**config.mk**
```make
export PLATFORM = sky130hd
export DESIGN_NAME = anchor_range_table_trilateration_flat
export DESIGN_NICKNAME = d
export VERILOG_FILES = /design/src/rtl/artt_pkg.sv /design/src/rtl/artt_if.sv /design/src/rtl/artt_div.sv /design/src/rtl/artt_sqrt.sv /design/src/rtl/artt_datapath.sv /design/src/rtl/artt_ctrl.sv /design/src/rtl/anchor_range_table_trilateration.sv /design/src/flat_wrapper.sv
export SDC_FILE = /design/constraint.sdc
export NUM_CORES = 2
export LEC_CHECK = 0
export BUFFER_PORTS_ARGS = -buffer_cell sky130_fd_sc_hd__buf_4
export CORE_MARGIN = 1
export CORE_UTILIZATION = 35
export CTS_BUF_LIST = sky130_fd_sc_hd__clkbuf_2 sky130_fd_sc_hd__clkbuf_4 sky130_fd_sc_hd__clkbuf_8
export DETAILED_ROUTE_END_ITERATION = 10
export PLACE_DENSITY_LB_ADDON = 0.1
export SYNTH_ARGS = -nofsm -noshare
export SYNTH_HDL_FRONTEND = slang
export SYNTH_HIERARCHICAL = 1
export SYNTH_SLANG_ARGS = --single-unit
export TNS_END_PERCENT = 20
```
**constraint.sdc**
```tcl
create_clock -name clock -period 10.85 [get_ports clock]
set_clock_uncertainty 0.2 [all_clocks]
set_input_delay 0 -clock clock [delete_from_list [all_inputs] [get_ports clock]]
set_output_delay 0 -clock clock [all_outputs]
set_load 0.02 [all_outputs]
```
**src/rtl/artt_pkg.sv**
```systemverilog
// Package for the anchor range table with two-anchor trilateration.
// Types and constants shared by the controller, datapath and top level.
package artt_pkg;

   typedef enum logic [1:0] {
      OP_ADD    = 2'd0,
      OP_DELETE = 2'd1,
      OP_UPDATE = 2'd2,
      OP_SOLVE  = 2'd3
   } op_type;

   typedef enum logic [2:0] {
      ST_OK       = 3'd0,
      ST_NOT_FOUND = 3'd1,
      ST_FULL     = 3'd2,
      ST_FEW      = 3'd3,
      ST_NO_ISECT = 3'd4
   } status_type;

   typedef enum logic [3:0] {
      S_IDLE,
      S_SEARCH,
      S_DISPATCH,
      S_SHIFT,
      S_UPD_RD,
      S_UPD_WR,
      S_SLV_RD,
      S_SLV_SQ,
      S_SLV_DIV,
      S_SLV_SQRT,
      S_DONE
   } state_type;

   // Commands from controller to datapath.
   typedef struct packed {
      logic load;        // capture the request
      logic srch_start;  // reset search index
      logic srch_step;   // advance search index
      logic add_wr;      // append entry
      logic shift_step;  // move entry idx+1 into idx
      logic shift_start; // start shift at match index
      logic cnt_dec;
      logic rd_upd;      // read matched entry
      logic div_start;   // start divider
      logic upd_wr;      // write smoothed range
      logic rd_slv;      // read first/last entries
      logic sq_calc;     // form numerator and denominator
      logic sqrt_start;
      logic set_ok;
      logic set_nf;
      logic set_full;
      logic set_few;
      logic finish_solve;
   } cmd_type;

   // Status from datapath to controller.
   typedef struct packed {
      logic [1:0] op;
      logic       addr_zero;
      logic       srch_hit;
      logic       srch_end;
      logic       full;
      logic       few;
      logic       shift_end;
      logic       div_busy;
      logic       sqrt_busy;
   } sts_type;

   localparam int unsigned DivW  = 34;
   localparam int unsigned SqrtW = 32;

endpackage

```
**src/rtl/artt_if.sv**
```systemverilog
// Valid/ready channel interfaces for the anchor range table.
// Depends on nothing.
interface artt_req_if;
   logic        valid;
   logic        ready;
   logic [1:0]  operation;
   logic [15:0] node_addr;
   logic [15:0] range_sample;
   modport source (output valid, operation, node_addr, range_sample, input ready);
   modport sink   (input valid, operation, node_addr, range_sample, output ready);
endinterface

interface artt_rsp_if;
   logic               valid;
   logic               ready;
   logic [2:0]         status;
   logic signed [15:0] coord_x;
   logic [15:0]        coord_y;
   modport source (output valid, status, coord_x, coord_y, input ready);
   modport sink   (input valid, status, coord_x, coord_y, output ready);
endinterface

interface artt_csr_if;
   logic        valid;
   logic        ready;
   logic [15:0] data;
   modport source (output valid, data, input ready);
   modport sink   (input valid, data, output ready);
endinterface

```
**src/rtl/artt_div.sv**
```systemverilog
// Restoring divider, one quotient bit per cycle, unsigned.
// Depends on artt_pkg for widths.
module artt_div (
   input  logic                          clock,
   input  logic                          reset,
   input  logic                          start,
   input  logic [artt_pkg::DivW-1:0]     dividend,
   input  logic [artt_pkg::DivW-1:0]     divisor,
   output logic                          busy,
   output logic [artt_pkg::DivW-1:0]     quotient
);
   localparam int unsigned W  = artt_pkg::DivW;
   localparam int unsigned CW = $clog2(W + 1);

   logic [W-1:0]  quo_ff, quo_in;
   logic [W-1:0]  rem_ff, rem_in;
   logic [W-1:0]  dsr_ff, dsr_in;
   logic [CW-1:0] cnt_ff, cnt_in;
   logic [W:0]    trial;

   always_comb begin
      quo_in = quo_ff;
      rem_in = rem_ff;
      dsr_in = dsr_ff;
      cnt_in = cnt_ff;
      trial  = {rem_ff, quo_ff[W-1]};
      if (start) begin
         quo_in = dividend;
         rem_in = '0;
         dsr_in = divisor;
         cnt_in = CW'(W);
      end else if (cnt_ff != '0) begin
         if (trial >= {1'b0, dsr_ff}) begin
            rem_in = W'(trial - {1'b0, dsr_ff});
            quo_in = {quo_ff[W-2:0], 1'b1};
         end else begin
            rem_in = trial[W-1:0];
            quo_in = {quo_ff[W-2:0], 1'b0};
         end
         cnt_in = cnt_ff - 1'b1;
      end
   end

   always_ff @(posedge clock) begin
      if (reset) begin
         cnt_ff <= '0;
      end else begin
         cnt_ff <= cnt_in;
      end
      quo_ff <= quo_in;
      rem_ff <= rem_in;
      dsr_ff <= dsr_in;
   end

   assign busy     = (cnt_ff != '0);
   assign quotient = quo_ff;
endmodule

```
**src/rtl/artt_sqrt.sv**
```systemverilog
// Bit-pair integer square root, one result bit per cycle.
// Depends on artt_pkg for widths.
module artt_sqrt (
   input  logic                          clock,
   input  logic                          reset,
   input  logic                          start,
   input  logic [artt_pkg::SqrtW-1:0]    radicand,
   output logic                          busy,
   output logic [artt_pkg::SqrtW/2-1:0]  root
);
   localparam int unsigned W  = artt_pkg::SqrtW;
   localparam int unsigned H  = W / 2;
   localparam int unsigned CW = $clog2(H + 1);

   logic [W-1:0]  rad_ff, rad_in;
   logic [H+1:0]  rem_ff, rem_in;
   logic [H-1:0]  root_ff, root_in;
   logic [CW-1:0] cnt_ff, cnt_in;
   logic [H+1:0]  tr, tst;

   always_comb begin
      rad_in  = rad_ff;
      rem_in  = rem_ff;
      root_in = root_ff;
      cnt_in  = cnt_ff;
      tr  = {rem_ff[H-1:0], rad_ff[W-1:W-2]};
      tst = {root_ff, 2'b01};
      if (start) begin
         rad_in  = radicand;
         rem_in  = '0;
         root_in = '0;
         cnt_in  = CW'(H);
      end else if (cnt_ff != '0) begin
         rad_in = {rad_ff[W-3:0], 2'b00};
         if (tr >= tst) begin
            rem_in  = tr - tst;
            root_in = {root_ff[H-2:0], 1'b1};
         end else begin
            rem_in  = tr;
            root_in = {root_ff[H-2:0], 1'b0};
         end
         cnt_in = cnt_ff - 1'b1;
      end
   end

   always_ff @(posedge clock) begin
      if (reset) begin
         cnt_ff <= '0;
      end else begin
         cnt_ff <= cnt_in;
      end
      rad_ff  <= rad_in;
      rem_ff  <= rem_in;
      root_ff <= root_in;
   end

   assign busy = (cnt_ff != '0);
   assign root = root_ff;
endmodule

```
**src/rtl/artt_datapath.sv**
```systemverilog
// Datapath: anchor table, search index, smoothing and solve arithmetic.
// Depends on artt_pkg, artt_div and artt_sqrt.
module artt_datapath #(
   parameter int unsigned MAX_ANCHORS = 8
) (
   input  logic                 clock,
   input  logic                 reset,
   input  artt_pkg::cmd_type    cmd,
   output artt_pkg::sts_type    sts,
   input  logic [1:0]           req_operation,
   input  logic [15:0]          req_node_addr,
   input  logic [15:0]          req_range_sample,
   input  logic [15:0]          baseline,
   output logic [2:0]           res_status,
   output logic signed [15:0]   res_x,
   output logic [15:0]          res_y
);
   localparam int unsigned IW = $clog2(MAX_ANCHORS);
   localparam int unsigned CW = $clog2(MAX_ANCHORS + 1);
   localparam int unsigned DW = artt_pkg::DivW;

   logic [15:0] addr_mem [MAX_ANCHORS];
   logic [15:0] lat_mem  [MAX_ANCHORS];
   logic [15:0] prv_mem  [MAX_ANCHORS];

   logic [1:0]  op_ff;
   logic [15:0] addr_ff, smp_ff;
   logic [CW-1:0] cnt_ff, cnt_in;
   logic [CW-1:0] idx_ff, idx_in;
   logic [15:0] rd_addr_ff, rd_lat_ff, rd_prv_ff;
   logic [15:0] a_ff, b_ff;
   logic [17:0] sum_ff;
   logic [37:0] third_prod;
   logic [15:0] third;
   logic        neg_ff;
   logic [DW-1:0] dvd_ff, dsr_ff;
   logic [2:0]  st_ff;
   logic signed [15:0] x_ff;
   logic [15:0] y_ff;
   logic [15:0] c;
   logic        div_busy, sqrt_busy;
   logic [DW-1:0] quo;
   logic [15:0] root;
   logic [31:0] rad_ff;
   logic [IW-1:0] ridx;
   logic [IW-1:0] widx;
   logic signed [34:0] num;
   logic        big;
   logic signed [15:0] xsat;
   logic        sq_go_ff;

   assign c = (baseline == 16'd0) ? 16'd1 : baseline;
   assign ridx = idx_ff[IW-1:0];

   // counter and index
   always_comb begin
      cnt_in = cnt_ff;
      idx_in = idx_ff;
      if (cmd.add_wr) cnt_in = cnt_ff + 1'b1;
      if (cmd.cnt_dec) cnt_in = cnt_ff - 1'b1;
      if (cmd.srch_start) idx_in = '0;
      if (cmd.srch_step || cmd.shift_step) idx_in = idx_ff + 1'b1;
   end

   always_ff @(posedge clock) begin
      if (reset) begin
         cnt_ff <= '0;
      end else begin
         cnt_ff <= cnt_in;
      end
      idx_ff <= idx_in;
   end

   // sum / 3 by reciprocal multiply, exact for sums below 2^21
   assign third_prod = 38'(sum_ff) * 38'(20'd699051);
   assign third      = third_prod[36:21];

   // table memory; reads registered
   assign widx = cmd.add_wr ? cnt_ff[IW-1:0] : ridx;
   always_ff @(posedge clock) begin
      if (cmd.add_wr) begin
         addr_mem[widx] <= addr_ff;
         lat_mem[widx]  <= 16'd0;
         prv_mem[widx]  <= 16'd0;
      end else if (cmd.shift_step) begin
         addr_mem[widx] <= rd_addr_ff;
         lat_mem[widx]  <= rd_lat_ff;
         prv_mem[widx]  <= rd_prv_ff;
      end else if (cmd.upd_wr) begin
         prv_mem[widx] <= rd_lat_ff;
         lat_mem[widx] <= third;
      end
   end

   // read port: search/update use idx, shift reads idx+1, solve reads first/last
   always_ff @(posedge clock) begin
      if (cmd.rd_slv) begin
         a_ff <= lat_mem[0];
         b_ff <= lat_mem[IW'(cnt_ff - 1'b1)];
      end else if (cmd.shift_start || cmd.shift_step) begin
         rd_addr_ff <= addr_mem[IW'(idx_in + 1'b1)];
         rd_lat_ff  <= lat_mem[IW'(idx_in + 1'b1)];
         rd_prv_ff  <= prv_mem[IW'(idx_in + 1'b1)];
      end else begin
         rd_addr_ff <= addr_mem[IW'(idx_in)];
         rd_lat_ff  <= lat_mem[IW'(idx_in)];
         rd_prv_ff  <= prv_mem[IW'(idx_in)];
      end
   end

   always_ff @(posedge clock) begin
      if (cmd.load) begin
         op_ff   <= req_operation;
         addr_ff <= req_node_addr;
         smp_ff  <= req_range_sample;
      end
      if (cmd.rd_upd) sum_ff <= 18'(smp_ff) + 18'(rd_lat_ff) + 18'(rd_prv_ff);
   end

   // solve: numerator b^2+c^2-a^2 is signed, divide magnitude by 2c
   assign num = 35'(33'(b_ff) * 33'(b_ff)) + 35'(33'(c) * 33'(c))
              - 35'(33'(a_ff) * 33'(a_ff));
   always_ff @(posedge clock) begin
      if (cmd.sq_calc) begin
         neg_ff <= num[34];
         dvd_ff <= num[34] ? DW'(-num) : DW'(num);
         dsr_ff <= DW'({c, 1'b0});
      end
   end

   artt_div u_div (
      .clock(clock), .reset(reset), .start(cmd.div_start),
      .dividend(dvd_ff), .divisor(dsr_ff), .busy(div_busy), .quotient(quo)
   );

   // after division: magnitude |x| is quo
   assign big = (quo > DW'(b_ff));
   always_comb begin
      if (neg_ff) xsat = (quo > DW'(32768)) ? -16'sd32768 : 16'(-quo);
      else        xsat = (quo > DW'(32767)) ? 16'sd32767 : 16'(quo);
   end
   always_ff @(posedge clock) begin
      if (cmd.sqrt_start) rad_ff <= 32'(b_ff) * 32'(b_ff) - 32'(quo[15:0]) * 32'(quo[15:0]);
   end

   // root unit starts the cycle after the radicand is registered
   always_ff @(posedge clock) begin
      if (reset) sq_go_ff <= 1'b0;
      else       sq_go_ff <= cmd.sqrt_start;
   end

   artt_sqrt u_sqrt (
      .clock(clock), .reset(reset), .start(sq_go_ff),
      .radicand(rad_ff), .busy(sqrt_busy), .root(root)
   );

   // result register
   always_ff @(posedge clock) begin
      if (cmd.set_ok)   begin st_ff <= artt_pkg::ST_OK;        x_ff <= '0; y_ff <= '0; end
      if (cmd.set_nf)   begin st_ff <= artt_pkg::ST_NOT_FOUND; x_ff <= '0; y_ff <= '0; end
      if (cmd.set_full) begin st_ff <= artt_pkg::ST_FULL;      x_ff <= '0; y_ff <= '0; end
      if (cmd.set_few)  begin st_ff <= artt_pkg::ST_FEW;       x_ff <= '0; y_ff <= '0; end
      if (cmd.sqrt_start) begin
         x_ff  <= xsat;
         st_ff <= big ? artt_pkg::ST_NO_ISECT : artt_pkg::ST_OK;
      end
      if (cmd.finish_solve) y_ff <= (st_ff == artt_pkg::ST_NO_ISECT) ? 16'd0 : root;
   end

   assign sts.op        = op_ff;
   assign sts.addr_zero = (addr_ff == 16'd0);
   assign sts.srch_hit  = (rd_addr_ff == addr_ff);
   assign sts.srch_end  = (idx_ff >= cnt_ff);
   assign sts.full      = (cnt_ff >= CW'(MAX_ANCHORS));
   assign sts.few       = (cnt_ff < CW'(2));
   assign sts.shift_end = (CW'(idx_ff + 1'b1) >= cnt_ff);
   assign sts.div_busy  = div_busy;
   assign sts.sqrt_busy = sqrt_busy || sq_go_ff;

   assign res_status = st_ff;
   assign res_x      = x_ff;
   assign res_y      = y_ff;
endmodule

```
**src/rtl/artt_ctrl.sv**
```systemverilog
// Controller state machine for the anchor range table.
// Depends on artt_pkg.
module artt_ctrl (
   input  logic              clock,
   input  logic              reset,
   input  logic              req_valid,
   output logic              req_ready,
   output logic              rsp_valid,
   input  logic              rsp_ready,
   output artt_pkg::cmd_type cmd,
   input  artt_pkg::sts_type sts
);
   artt_pkg::state_type state_ff, state_in;

   always_ff @(posedge clock) begin
      if (reset) state_ff <= artt_pkg::S_IDLE;
      else       state_ff <= state_in;
   end

   always_comb begin
      state_in  = state_ff;
      cmd       = '0;
      req_ready = 1'b0;
      rsp_valid = 1'b0;
      case (state_ff)
         artt_pkg::S_IDLE: begin
            req_ready = 1'b1;
            if (req_valid) begin
               cmd.load = 1'b1;
               cmd.srch_start = 1'b1;
               state_in = artt_pkg::S_DISPATCH;
            end
         end
         artt_pkg::S_DISPATCH: begin
            case (sts.op)
               artt_pkg::OP_ADD: begin
                  if (sts.full) cmd.set_full = 1'b1;
                  else begin cmd.add_wr = 1'b1; cmd.set_ok = 1'b1; end
                  state_in = artt_pkg::S_DONE;
               end
               artt_pkg::OP_SOLVE: begin
                  if (sts.few) begin
                     cmd.set_few = 1'b1;
                     state_in = artt_pkg::S_DONE;
                  end else begin
                     cmd.rd_slv = 1'b1;
                     state_in = artt_pkg::S_SLV_SQ;
                  end
               end
               default: begin
                  if (sts.addr_zero) begin
                     cmd.set_nf = 1'b1;
                     state_in = artt_pkg::S_DONE;
                  end else state_in = artt_pkg::S_SEARCH;
               end
            endcase
         end
         artt_pkg::S_SEARCH: begin
            // rd_addr_ff holds entry idx
            if (sts.srch_end) begin
               cmd.set_nf = 1'b1;
               state_in = artt_pkg::S_DONE;
            end else if (sts.srch_hit) begin
               if (sts.op == artt_pkg::OP_DELETE) begin
                  cmd.shift_start = 1'b1;
                  state_in = artt_pkg::S_SHIFT;
               end else begin
                  state_in = artt_pkg::S_UPD_RD;
               end
            end else cmd.srch_step = 1'b1;
         end
         artt_pkg::S_SHIFT: begin
            if (sts.shift_end) begin
               cmd.cnt_dec = 1'b1;
               cmd.set_ok = 1'b1;
               state_in = artt_pkg::S_DONE;
            end else cmd.shift_step = 1'b1;
         end
         artt_pkg::S_UPD_RD: begin
            cmd.rd_upd = 1'b1;
            state_in = artt_pkg::S_UPD_WR;
         end
         artt_pkg::S_UPD_WR: begin
            cmd.upd_wr = 1'b1;
            cmd.set_ok = 1'b1;
            state_in = artt_pkg::S_DONE;
         end
         artt_pkg::S_SLV_SQ: begin
            cmd.sq_calc = 1'b1;
            state_in = artt_pkg::S_SLV_RD;
         end
         artt_pkg::S_SLV_RD: begin
            cmd.div_start = 1'b1;
            state_in = artt_pkg::S_SLV_DIV;
         end
         artt_pkg::S_SLV_DIV: begin
            if (!sts.div_busy) begin
               cmd.sqrt_start = 1'b1;
               state_in = artt_pkg::S_SLV_SQRT;
            end
         end
         artt_pkg::S_SLV_SQRT: begin
            if (!sts.sqrt_busy) begin
               cmd.finish_solve = 1'b1;
               state_in = artt_pkg::S_DONE;
            end
         end
         artt_pkg::S_DONE: begin
            rsp_valid = 1'b1;
            if (rsp_ready) state_in = artt_pkg::S_IDLE;
         end
         default: state_in = artt_pkg::S_IDLE;
      endcase
   end
endmodule

```
**src/rtl/anchor_range_table_trilateration.sv**
```systemverilog
// Top level: anchor range table with two-anchor trilateration.
// Depends on artt_pkg, artt_if, artt_ctrl and artt_datapath.
//
//   channel  dir  payload
//   req      in   operation, node_addr, range_sample
//   rsp      out  status, coord_x, coord_y
//   csr      in   baseline (always ready)
//
// One request at a time. Delete and update search the table entry by entry, and
// a delete then shifts the later entries down; add needs no search. A solve
// divides and then takes a square root.
// Reset clears the entry count and the controller. A stalled response holds
// the block; the next request is taken once the response is accepted.
module anchor_range_table_trilateration #(
   parameter int unsigned MAX_ANCHORS = 8
) (
   input  logic        clock,
   input  logic        reset,
   artt_req_if.sink    req,
   artt_rsp_if.source  rsp,
   artt_csr_if.sink    csr
);
   artt_pkg::cmd_type cmd;
   artt_pkg::sts_type sts;
   logic [15:0] baseline_ff;
   logic [2:0]  st;
   logic signed [15:0] cx;
   logic [15:0] cy;

   assign csr.ready = 1'b1;
   always_ff @(posedge clock) begin
      if (reset) baseline_ff <= 16'd768;
      else if (csr.valid) baseline_ff <= csr.data;
   end

   artt_ctrl u_ctrl (
      .clock(clock), .reset(reset),
      .req_valid(req.valid), .req_ready(req.ready),
      .rsp_valid(rsp.valid), .rsp_ready(rsp.ready),
      .cmd(cmd), .sts(sts)
   );

   artt_datapath #(.MAX_ANCHORS(MAX_ANCHORS)) u_dp (
      .clock(clock), .reset(reset), .cmd(cmd), .sts(sts),
      .req_operation(req.operation), .req_node_addr(req.node_addr),
      .req_range_sample(req.range_sample), .baseline(baseline_ff),
      .res_status(st), .res_x(cx), .res_y(cy)
   );

   assign rsp.status  = st;
   assign rsp.coord_x = cx;
   assign rsp.coord_y = cy;
endmodule
```
**src/flat_wrapper.sv**
```systemverilog
// flat-port wrapper written by rule: the top's interface ports become plain ports
module anchor_range_table_trilateration_flat 
#(
   parameter int unsigned MAX_ANCHORS = 8
)
  (clock, reset, req_valid, req_operation, req_node_addr, req_range_sample, req_ready, rsp_valid, rsp_status, rsp_coord_x, rsp_coord_y, rsp_ready, csr_valid, csr_data, csr_ready);
  artt_req_if req_i ();
  artt_rsp_if rsp_i ();
  artt_csr_if csr_i ();
  input  logic clock;
  input  logic reset;
  input wire logic [$bits(req_i.valid)-1:0] req_valid;
  input wire logic [$bits(req_i.operation)-1:0] req_operation;
  input wire logic [$bits(req_i.node_addr)-1:0] req_node_addr;
  input wire logic [$bits(req_i.range_sample)-1:0] req_range_sample;
  output wire logic [$bits(req_i.ready)-1:0] req_ready;
  output wire logic [$bits(rsp_i.valid)-1:0] rsp_valid;
  output wire logic [$bits(rsp_i.status)-1:0] rsp_status;
  output wire logic [$bits(rsp_i.coord_x)-1:0] rsp_coord_x;
  output wire logic [$bits(rsp_i.coord_y)-1:0] rsp_coord_y;
  input wire logic [$bits(rsp_i.ready)-1:0] rsp_ready;
  input wire logic [$bits(csr_i.valid)-1:0] csr_valid;
  input wire logic [$bits(csr_i.data)-1:0] csr_data;
  output wire logic [$bits(csr_i.ready)-1:0] csr_ready;
  assign req_i.valid = req_valid;
  assign req_i.operation = req_operation;
  assign req_i.node_addr = req_node_addr;
  assign req_i.range_sample = req_range_sample;
  assign req_ready = req_i.ready;
  assign rsp_valid = rsp_i.valid;
  assign rsp_status = rsp_i.status;
  assign rsp_coord_x = rsp_i.coord_x;
  assign rsp_coord_y = rsp_i.coord_y;
  assign rsp_i.ready = rsp_ready;
  assign csr_i.valid = csr_valid;
  assign csr_i.data = csr_data;
  assign csr_ready = csr_i.ready;
  anchor_range_table_trilateration #(.MAX_ANCHORS(MAX_ANCHORS)) u_core (.clock(clock), .reset(reset), .req(req_i), .rsp(rsp_i), .csr(csr_i));
endmodule
```
==> impl.org <==
** Placement
- Port Buffers :: 91
- HPWL Detailed :: 182,000 um
- The congestion estimate from routability-driven global placement came to 0.864.
- Worst-case setup slack after placement :: 0.920 ns

** Clock network
- Clock network latency to the later pin of the worst-skew pair :: 0.98 ns
- CTS tree :: built
- Maximum count of clock buffers along a single path :: 3
- The number of gates resized after CTS was 0.
- Clock tree synthesis inserted a total of 161 buffers.
- CTS built an H-tree with a depth of 4.
- Clock-pin slew was measured on the worst setup and hold paths at 0.06 ns.
- Root cell of the clock tree :: sky130_fd_sc_hd__clkbuf_8
- Clock sinks :: 840

** Finish
- Combined flip-flop and latch cell area :: 24,200 um^2
- The multi-input combinational cells in the finished layout cover a total of 52,300 um^2.
- The filler cells instantiated in the layout total 23,700.
- Fraction of final layout cells sized beyond drive strength 1 :: 9.60%
- Leaving out fill and tap cells, the most frequent cell in the layout is sky130_fd_sc_hd__inv_1.
- Layout overhead on the synthesized area :: 11.5%
- Commonest cells after routing, fill and taps aside :: sky130_fd_sc_hd__inv_1 (1,732), sky130_fd_sc_hd__fa_1 (1,136), sky130_fd_sc_hd__nand2_1 (1,024)
- Post-layout utilization of the core :: 39.3%
- Number of nets in the finished design :: 10,000

** Synth
- Seq/Total Area, Yosys :: 28.8%
- Count of mapped cells out of synthesis :: 7,941
- Post-synthesis register bit count :: 840
- In this run the cell area of the synthesized design comes to 84,100 um^2.
- Number of flops mapped to enable cells by yosys :: 735
- Summed over all instances, the cell type with the most area after synthesis is sky130_fd_sc_hd__fa_1.
- By area the synthesized netlist is led by sky130_fd_sc_hd__fa_1 (27%), sky130_fd_sc_hd__edfxtp_1 (26%), sky130_fd_sc_hd__ha_1 (10%).
- The top cell type by area accounts for 27.1% of the synthesized area.
- Dividing the synthesized area by the synthesized cell count gives 10.6 um^2.
- The Yosys step of the flow raised 6 warnings.
- Synth Flop Type :: sky130_fd_sc_hd__edfxtp_1
- Count of cell types in the netlist :: 103
- Fraction of synthesis flops using an asynchronous set or reset pin :: 0%

** Worst setup path
- Cell family contributing the most delay on the critical path :: adder cells
- Crit path required time :: 11.28 ns
- Data on the critical path arrives at its endpoint at 10.47 ns.
- Beginning of the worst register-to-register path :: u_core/u_dp/b_ff[12]$_DFFE_PP_
- Largest driver fanout on the critical path :: 11
- In this run the worst setup path begins at u_core/u_dp/b_ff[12]$_DFFE_PP_.
- Maximum cell stage delay along the critical path :: 0.63 ns
- The critical path crosses 26 cells after its start point.
- Across all register-to-register paths, the minimum setup slack is 0.81 ns.
- Crit path kind :: reg2reg
- Critical Path Most Common Cell :: sky130_fd_sc_hd__fa_1
- Counting both buffers and inverters, the worst setup path holds a total of 5.
- The endpoint identified for the worst register-to-register timing path is u_core/u_dp/dvd_ff[28]$_DFFE_PP_.
- STA classifies the critical path startpoint as a flip-flop.
- The most critical setup path has its endpoint at u_core/u_dp/dvd_ff[28]$_DFFE_PP_.
- The slowest stage of the critical path is the sky130_fd_sc_hd__edfxtp_1 cell.
- CP Capture Type :: flip-flop
- Cell count of the worst reg-to-reg path :: 26

** Hold path
- Cells on Worst Hold Path :: 3
- Class of the tightest hold or removal check :: in2reg

** Timing
- F_max :: 99.6 MHz
- Worst Tran Pin Value :: 1.31 ns
- Slew margin rel. :: 11.5%
- Setup TNS after final layout :: 0 ns
- Setup repair after global routing missed its margin :: false
- Setup slack on the critical path of the routed design comes to 0.808 ns.
- After layout, the worst path uses 92.6% of the clock period.
- Setup violations remaining at the end of the flow were counted as 0.
- Hold violation total from the final report :: 0
- Minimum clock period :: 10.04 ns
- Final count of pins violating max slew :: 0

** GRT
- The first global-routing pass estimated 370,000 um of wire.
- Pin count of the biggest net entering global routing :: 173
- The number of global-route vias before repair was 61,900.
- The number of antenna violations at the first check in global routing is 11.
- The total overflow left after global routing is 0.
- Global router's overall resource usage :: 20.3%

** Route
- 1st-pass router iterations :: 9
- After the first detailed-routing iteration, the DRC count stood at 3,177.
- Wire length after detailed routing :: 241,000 um
- In the final routed layout, each cell accounts on average for 21.0 um.
- In this run the remaining antenna-violating nets after routing total 0.
- Total number of vias :: 56,700
- In the routed layout, each cell is associated on average with a via count of 4.94.
- Number of remaining DRC errors :: 18

** Job
- Across the run, the number of max-cap violations was 0.

** Floorplan
- Die outline height :: 492 um
- The region available for standard cell placement spans 238,000 um^2.
- The die is 492 um wide.
- Area enclosed by the die boundary :: 242,000 um^2
- For this configuration, the core starts out at a cell density of 35.3%.
- Row Count :: 179
- For this design the top-level I/O count stands at 93.

** Run status
- The flow ran to the end, but the final reports show violations.
- Failing checks :: DRC
==> worst min path at each step <==
stage	start	slack (ns)	to
CTS	req_range_sample[9]	0.001	u_core/u_dp/smp_ff[9]$_DFFE_PP_
detailed placement	req_node_addr[12]	-0.02	u_core/u_dp/addr_ff[12]$_DFFE_PP_
finish	req_range_sample[7]	0.12	u_core/u_dp/smp_ff[7]$_DFFE_PP_
floorplan	reset	-0.13	u_core/u_dp/sq_go_ff$_SDFF_PP0_
global route	req_range_sample[9]	0.06	u_core/u_dp/smp_ff[9]$_DFFE_PP_
global placement	req_range_sample[6]	-0.02	u_core/u_dp/smp_ff[6]$_DFFE_PP_
==> tightest hold or removal path, delay by kind of cell <==
kind | cells | cell delay [ns]
buffers and inverters | 3 | 1.15
==> cell type report <==
type / count / area share, %
diodes: 9 / 0.0240
clock buffers: 209 / 2.78
clock inverters: 88 / 0.966
inverters: 1741 / 6.98
multi-input cells: 5042 / 55.8
flip-flops and latches: 840 / 25.8
well taps: 3167 / 4.23
repair buffers: 368 / 3.41
==> what timing repair did <==
item,in CTS,in global routing
hold endpoints to repair,105,0
buffers inserted,0,0
hold buffers,164,0
==> cells by family (layout without fill, tap and decap cells) <==
logic type,Yosys count,in the layout,synth area share [%]
other,2,28,0.00893
AND/OR/NAND/NOR,1843,1843,9.92
flip-flops,840,840,28.8
buffers and inverters,2076,2406,9.41
AO/OA/AOI/OAI,874,874,7.11
multiplexers,253,253,5.06
XOR/XNOR,217,217,2.26
adder cells (fa/ha/maj),1836,1836,37.5
==> Yosys cell counts (7+ instances only) <==
cell type and number:
sky130_fd_sc_hd__a22o_1 31, sky130_fd_sc_hd__edfxtp_1 735, sky130_fd_sc_hd__a211o_1 7, sky130_fd_sc_hd__a211oi_1 87, sky130_fd_sc_hd__buf_1 22, sky130_fd_sc_hd__a311oi_1 69, sky130_fd_sc_hd__nor4_1 26, sky130_fd_sc_hd__nand3_1 58
sky130_fd_sc_hd__buf_2 19, sky130_fd_sc_hd__inv_1 1734, sky130_fd_sc_hd__o2111ai_1 8, sky130_fd_sc_hd__or3_1 13, sky130_fd_sc_hd__fa_1 1136, sky130_fd_sc_hd__o31ai_1 10, sky130_fd_sc_hd__nand2b_1 27, sky130_fd_sc_hd__nor2_1 275
sky130_fd_sc_hd__a21boi_0 12, sky130_fd_sc_hd__and3_1 117, sky130_fd_sc_hd__xor2_1 70, sky130_fd_sc_hd__a21o_1 59, sky130_fd_sc_hd__nor2b_1 33, sky130_fd_sc_hd__dfxtp_1 105, sky130_fd_sc_hd__ha_1 700, sky130_fd_sc_hd__a22oi_1 8
sky130_fd_sc_hd__a31oi_1 135, sky130_fd_sc_hd__o211ai_1 22, sky130_fd_sc_hd__o21ai_0 110, sky130_fd_sc_hd__mux2_2 98, sky130_fd_sc_hd__nor3b_1 11, sky130_fd_sc_hd__mux4_2 128, sky130_fd_sc_hd__nand3b_1 13, sky130_fd_sc_hd__and2_1 120
sky130_fd_sc_hd__mux2i_1 27, sky130_fd_sc_hd__nand2_1 1024, sky130_fd_sc_hd__nand4_1 28, sky130_fd_sc_hd__xnor2_1 147, sky130_fd_sc_hd__nor3_1 44, sky130_fd_sc_hd__or2_2 16, sky130_fd_sc_hd__o21bai_1 20, sky130_fd_sc_hd__o21a_1 28
sky130_fd_sc_hd__clkbuf_1 281, sky130_fd_sc_hd__a21oi_1 187
==> sequential cells by signal (all words and copies together) (netlist names), 32 cells and up <==
name,cells
u_core/u_dp/addr_mem,128
u_core/u_dp/dvd_ff,34
u_core/u_dp/lat_mem,128
u_core/u_dp/prv_mem,128
u_core/u_dp/rad_ff,32
u_core/u_dp/u_div/dsr_ff,34
u_core/u_dp/u_div/quotient,34
u_core/u_dp/u_div/rem_ff,34
u_core/u_dp/u_sqrt/rad_ff,32
==> routing by layer <==
layer / global-route usage, % / part of all wire (%) / vias up
li1: - / - / 26200
met2: 36.3 / 51 / 1142
met5: 0 / 0.0054 / -
met1: 25.0 / 41 / 29000
met4: 7.37 / 3.6 / 2
met3: 2.39 / 3.9 / 370
==> stage by stage <==
stage	hold WS (ns)	cell area, um^2	std cells
detailed placement	-0.0206	88500	11000
finish	0.121	93700	11500
global placement	-0.0216	88500	11000
floorplan	-0.133	84100	7958
CTS	0.00110	93700	11500
global route	0.0641	93700	11500
Power is left out: the tool's default activity adds up to more than one toggle a clock period on the data nets, which glitch-free logic cannot reach.
